===== config.mk =====
export PLATFORM = sky130hd
export DESIGN_NAME = gfwo_angle_unit
export DESIGN_NICKNAME = d
export VERILOG_FILES = /design/src/sv/gfwo_pkg.sv /design/src/sv/gfwo_angle_unit.sv
export SDC_FILE = /design/constraint.sdc
export NUM_CORES = 2
export LEC_CHECK = 0
export ABC_AREA = 0
export BUFFER_PORTS_ARGS = -buffer_cell sky130_fd_sc_hd__buf_2
export CORE_UTILIZATION = 55
export DETAILED_ROUTE_END_ITERATION = 10
export PLACE_DENSITY = 0.83
export SLEW_MARGIN = 30
export SYNTH_ARGS = -nofsm -noshare
export SYNTH_HDL_FRONTEND = slang
export SYNTH_SLANG_ARGS = --single-unit
export TNS_END_PERCENT = 1

===== constraint.sdc =====
create_clock -name clock -period 10.7 [get_ports clock]
set_input_delay 0 -clock clock [delete_from_list [all_inputs] [get_ports clock]]
set_output_delay 0 -clock clock [all_outputs]
set_load 0.01 [all_outputs]

===== src/sv/gfwo_pkg.sv =====
// ----------------------------------------------------------------------------
// gfwo_pkg
// Constants, types and the arctangent table of the gyro fused odometry block.
// ----------------------------------------------------------------------------
package gfwo_pkg;

   // Angles in Q15.16 radians
   localparam int signed PI_Q      = 205887;
   localparam int signed TWO_PI_Q  = 411775;
   localparam int signed HALF_PI_Q = 102944;

   // floor(2^36 / two pi in Q15.16), for the quotient estimate of the angle reduction
   localparam logic [17:0] MOD_RECIP = 18'd166885;

   // CORDIC start value in Q2.30
   localparam logic [33:0] CORDIC_GAIN = 34'd652032874;

   // Register indexes
   localparam logic [2:0] REG_INIT_X       = 3'd0;
   localparam logic [2:0] REG_INIT_Y       = 3'd1;
   localparam logic [2:0] REG_INIT_HEADING = 3'd2;
   localparam logic [2:0] REG_METERS_PER   = 3'd3;
   localparam logic [2:0] REG_INV_BASE     = 3'd4;
   localparam logic [2:0] REG_GYRO_THRESH  = 3'd5;

   // Item kinds
   localparam logic FUNC_UPDATE = 1'b0;
   localparam logic FUNC_LOAD   = 1'b1;

   // Status from the angle unit
   typedef struct packed {
      logic               done;
      logic signed [31:0] cos_v;
      logic signed [31:0] sin_v;
   } trig_type;

   // atan(2^-i) in Q2.30
   function automatic logic [30:0] atan_val(input logic [4:0] i);
      logic [30:0] v;
      case (i)
         5'd0:  v = 31'd843314857;
         5'd1:  v = 31'd497837829;
         5'd2:  v = 31'd263043837;
         5'd3:  v = 31'd133525159;
         5'd4:  v = 31'd67021687;
         5'd5:  v = 31'd33543516;
         5'd6:  v = 31'd16775851;
         5'd7:  v = 31'd8388437;
         5'd8:  v = 31'd4194283;
         5'd9:  v = 31'd2097149;
         5'd31: v = 31'd0;
         default: v = 31'd1 << (5'd30 - i);
      endcase
      return v;
   endfunction

endpackage


===== src/sv/gfwo_angle_unit.sv =====
// ----------------------------------------------------------------------------
// gfwo_angle_unit
// Reduces an angle modulo two pi by reciprocal multiply, folds it, then runs
// a CORDIC.
// ----------------------------------------------------------------------------
module gfwo_angle_unit #(
   parameter int STEPS = 20
) (
   input  logic                   clock,
   input  logic                   reset,
   input  logic                   start,
   input  logic signed [32:0]     angle,
   output gfwo_pkg::trig_type     trig
);

   localparam int IW = $clog2(STEPS);

   typedef enum logic [2:0] {A_IDLE, A_MOD, A_REM, A_FOLD, A_ROT} astate_type;

   astate_type         state_ff;
   logic [32:0]        mag_ff;
   logic [14:0]        q_ff;
   logic [19:0]        rem_ff;
   logic               neg_ff;
   logic               flip_ff;
   logic signed [33:0] x_ff, y_ff, z_ff;
   logic [IW-1:0]      i_ff;
   logic               done_ff;
   logic signed [31:0] cos_ff, sin_ff;

   // Quotient estimate (low by at most one) and remainder below twice two pi
   logic [38:0] qprod;
   logic [32:0] qmul;
   logic [19:0] rem_in;
   always_comb begin
      qprod  = 39'(mag_ff[32:12]) * 39'(gfwo_pkg::MOD_RECIP);
      qmul   = 33'(q_ff) * 33'(gfwo_pkg::TWO_PI_Q);
      rem_in = 20'(mag_ff - qmul);
   end

   // Final correction, then range fold to [-pi/2, pi/2]
   logic [18:0]        rem_c;
   logic signed [20:0] r0, r1, r2, r3;
   logic               flip_in;
   always_comb begin
      rem_c = (rem_ff >= 20'(gfwo_pkg::TWO_PI_Q)) ?
              19'(rem_ff - 20'(gfwo_pkg::TWO_PI_Q)) : rem_ff[18:0];
      r0 = neg_ff ? -$signed({2'b00, rem_c}) : $signed({2'b00, rem_c});
      r1 = r0;
      if (r1 > 21'(gfwo_pkg::PI_Q)) r1 = r0 - 21'(gfwo_pkg::TWO_PI_Q);
      r2 = r1;
      if (r1 < -21'(gfwo_pkg::PI_Q)) r2 = r1 + 21'(gfwo_pkg::TWO_PI_Q);
      r3 = r2;
      flip_in = 1'b0;
      if (r2 > 21'(gfwo_pkg::HALF_PI_Q)) begin
         r3 = r2 - 21'(gfwo_pkg::PI_Q);
         flip_in = 1'b1;
      end else if (r2 < -21'(gfwo_pkg::HALF_PI_Q)) begin
         r3 = r2 + 21'(gfwo_pkg::PI_Q);
         flip_in = 1'b1;
      end
   end

   // One CORDIC rotation
   logic signed [33:0] xs, ys, at;
   logic signed [33:0] x_in, y_in, z_in;
   always_comb begin
      xs = x_ff >>> i_ff;
      ys = y_ff >>> i_ff;
      at = $signed({3'b000, gfwo_pkg::atan_val(5'(i_ff))});
      if (z_ff >= 0) begin
         x_in = x_ff - ys;
         y_in = y_ff + xs;
         z_in = z_ff - at;
      end else begin
         x_in = x_ff + ys;
         y_in = y_ff - xs;
         z_in = z_ff + at;
      end
   end

   always_ff @(posedge clock) begin
      if (reset) begin
         state_ff <= A_IDLE;
         done_ff  <= 1'b0;
      end else begin
         done_ff <= 1'b0;
         case (state_ff)
            A_IDLE: begin
               if (start) begin
                  neg_ff   <= angle[32];
                  mag_ff   <= angle[32] ? 33'(-angle) : 33'(angle);
                  state_ff <= A_MOD;
               end
            end
            A_MOD: begin
               q_ff     <= qprod[38:24];
               state_ff <= A_REM;
            end
            A_REM: begin
               rem_ff   <= rem_in;
               state_ff <= A_FOLD;
            end
            A_FOLD: begin
               flip_ff  <= flip_in;
               z_ff     <= 34'(r3) <<< 14;
               x_ff     <= $signed(gfwo_pkg::CORDIC_GAIN);
               y_ff     <= '0;
               i_ff     <= '0;
               state_ff <= A_ROT;
            end
            A_ROT: begin
               x_ff <= x_in;
               y_ff <= y_in;
               z_ff <= z_in;
               i_ff <= i_ff + 1'b1;
               if (i_ff == IW'(STEPS - 1)) begin
                  cos_ff   <= flip_ff ? 32'(-x_in) : 32'(x_in);
                  sin_ff   <= flip_ff ? 32'(-y_in) : 32'(y_in);
                  done_ff  <= 1'b1;
                  state_ff <= A_IDLE;
               end
            end
            default: state_ff <= A_IDLE;
         endcase
      end
   end

   assign trig.done  = done_ff;
   assign trig.cos_v = cos_ff;
   assign trig.sin_v = sin_ff;

endmodule


==> summary.txt <==
Synthesis
  – Synth unique cells: 112
  – Post-synthesis mux area share: 0.05469
  – Simple-gate area share of the yosys netlist: 0.1582
  – Post-Synth XOR/XNOR Area: 0.09997
  – Post-synth EDFFs: 241
  – Avg Synthesized Cell Area: 9.042 sq um
  – Mapped cell area: 0.03404 sq mm
  – Post-synth top area share: 0.2126
  – Sequential share of the synthesized area: 0.2149
  – Synth Flop Type: edfxtp_1
  – Top-count cell post-synth: inv_1
  – Largest family of logic cells by synthesized area: adder cells
  – Asr flop ratio synth: 0
  – Cells after Synth: 3765
  – FF+latch count, synth: 245
  – Synth Area in Compound Gates: 0.1591
  – Warnings from Yosys: 0
  – Post-synth top cells: inv_1 (395), nand2_1 (357), ha_1 (333), nor2_1 (267), xnor2_1 (260)
  – Area leader, netlist: edfxtp_1
  – Syn nets: 4355
  – Largest cells by area after synthesis: edfxtp_1 (21%), fa_1 (13%), ha_1 (12%), xnor2_1 (6.7%), inv_1 (4.4%)
  – Synth Area in Adders: 0.2524

Worst setup path
  – FF-to-FF path depth: 26
  – Kind of critical path: reg2reg
  – CP arrival: 9450 ps
  – Critical Path RT: 11080 ps
  – Endpoint class of the critical path: flop
  – Worst-path fanout max: 16
  – R2r endpoint: z_ff[26]
  – Slowest-stage cell, CP: o211ai_2
  – CP max stage delay: 610 ps
  – Crit Reg-Reg Startpoint: rem_ff[0]
  – Worst setup path startpoint: rem_ff[0]
  – Flop2flop setup slack: 1620 ps
  – CP startpoint kind: flop
  – CP endpoint: z_ff[26]

STA
  – Relative max-transition margin: 0.3739
  – Final Hold Viols: 0
  – Final Cycle Share: 0.8483
  – Final Setup Violations: 0
  – Worst-margin pin slew: 935.6 ps
  – Setup_tns: 0 ps
  – Max Freq: 110.2 MHz
  – Max Slew Vio Count: 0
  – Skew final: 40.02 ps
  – Minimum clock period: 9077 ps
  – RSZ-0062 raised after global routing: false

Clock network
  – H-tree depth: 1
  – Clk sinks: 245
  – Clk_lat worst skew: 620 ps
  – CTS root buffer: clkbuf_16
  – Hold-fix buffers at CTS: 56
  – Setup Buffers After CTS: 0
  – Max Root-Sink Buffers: 3
  – Reg clk slew, reported paths: 70 ps
  – TritonCTS buffer count: 30
  – CTS resizes: 0
  – TritonCTS clock tree: yes

Routing
  – Average via count per standard cell: 6.106
  – Via count: 28360
  – 1st-pass router iterations: 8
  – Routed len/inst: 18.87 microns
  – DRT Wirelength: 87.65 mm
  – Met1 WL: 36.64 mm
  – DRT iter0 DRCs: 2650
  – Post-detailed-route count of antenna-violating nets: 0
  – Top sig layer: met4
  – DR WL met3: 5.971 mm
  – DRC violations left: 0
  – Metal2 WL: 41.77 mm

Run
  – Max-Cap Viols: 0

Cells and area
  – Area grow syn2layout: 7.998%
  – Ratio of cells with drive above 1 in the final layout: 0.08672
  – Final #Nets: 4429
  – # diodes: 0

Global route
  – Initial antenna violation count: 0
  – Gr ovfl total: 0
  – First-pass GRT wire length: 141.9 mm
  – Vias in the first global route: 27650
  – All-Layer GR Usage: 0.2779
  – Largest net degree at the start of global routing: 87

Floorplanning
  – Die Y-Extent: 250.8 microns
  – Initial Util: 0.5598
  – Die ar.: 0.06289 sq mm
  – IO Pins: 101
  – Die X: 250.8 microns
  – FP Rows: 90
  – Area of the core: 0.06081 sq mm

Run status
  – Status: finished clean

Placed design
  – Dpl hpwl: 66.11 mm
  – Routability cong.: 1.018
  – Port Buffers: 100

Hold path
  – Worst min-delay path class: in2reg
-- final cells by class --
| cell class | instances | area [sq um] |
|---|---|---|
| Clock buffer | 31 | 754.5 |
| Multi-Input combinational cell | 2986 | 24700 |
| Timing Repair Buffer | 179 | 1246 |
| Inverter | 397 | 1490 |
| Fill cell | 4988 | 24040 |
| Clock inverter | 25 | 281.5 |
| Tap cell | 782 | 978.4 |
| Sequential cell | 245 | 7317 |
-- layer usage --
| metal | vias up | track usage |
|---|---|---|
| met5 | - | 0 |
| met4 | 0 | 0.1025 |
| met3 | 196 | 0.03448 |
| met2 | 1104 | 0.4686 |
| met1 | 13690 | 0.3660 |
| li1 | 13370 | - |
-- worst min path at each step --
stage	startpoint	slack (ps)	end	cells after the start
floorplan	reset	80	state_ff[1]	1
global placement	angle[0]	220	mag_ff[0]	1
detailed placement	angle[0]	230	mag_ff[0]	1
CTS	angle[0]	160	mag_ff[0]	2
global route	angle[0]	210	mag_ff[0]	2
finish	angle[0]	200	mag_ff[0]	2
-- per-stage QoR --
step | instances | setup slack [ps] | utilization | hold WS [ps] | instance area (sq um)
floorplan | 3765 | 1606 | - | 76.69 | 34040
global placement | 4532 | 1929 | 0.5777 | 222.1 | 35130
detailed placement | 4532 | 1638 | 0.5777 | 228.5 | 35130
CTS | 4644 | 1648 | 0.6039 | 155.1 | 36720
global route | 4645 | 1174 | 0.6046 | 209.9 | 36760
finish | 4645 | 1623 | 0.6046 | 200.7 | 36760
-- critical path, delay by kind of cell (launching register included) --
family / cells / cell delay [ps]
flip-flops: 1 / 560
XOR/XNOR: 3 / 1030
AO/OA/AOI/OAI: 14 / 4930
AND/OR/NAND/NOR: 6 / 1610
buffers and inverters: 1 / 120
adder cells (fa/ha/maj): 2 / 600
-- state kept, by name, indices dropped and copies added (netlist names), 15 cells and up --
register / flops
cos_ff: 32
mag_ff: 33
q_ff: 15
rem_ff: 20
sin_ff: 32
x_ff: 34
y_ff: 34
z_ff: 34
-- cell usage in the layout (no fill, tap or decap), types with 30 or more instances in the layout --
| cell | count |
|---|---|
| and2_1 | 42 |
| a21oi_1 | 137 |
| o21ai_0 | 224 |
| nor3_1 | 91 |
| fa_1 | 221 |
| nor2b_1 | 31 |
| dlygate4sd3_1 | 56 |
| a21o_1 | 38 |
| xor2_1 | 123 |
| nand3_1 | 81 |
| edfxtp_1 | 241 |
| o21a_1 | 47 |
| xnor2_1 | 260 |
| mux4_2 | 45 |
| inv_1 | 394 |
| mux2i_1 | 60 |
| a31oi_1 | 42 |
| o31ai_1 | 49 |
| nand2b_1 | 47 |
| nand2_1 | 356 |
| or2_2 | 37 |
| buf_2 | 100 |
| or3_1 | 42 |
| clkbuf_16 | 30 |
| ha_1 | 333 |
| nor2_1 | 267 |
-- cells by family after synthesis --
family	count (synthesis)
DFF	245
adders and majority gates	554
xor gates and xnor gates	386
buffers and inverters	534
AOI/OAI and AO/OA	804
muxes	127
and+or+nand+nor	1115
Power is left out: the tool's default activity adds up to more than one toggle a clock period on the data nets, which glitch-free logic cannot reach.
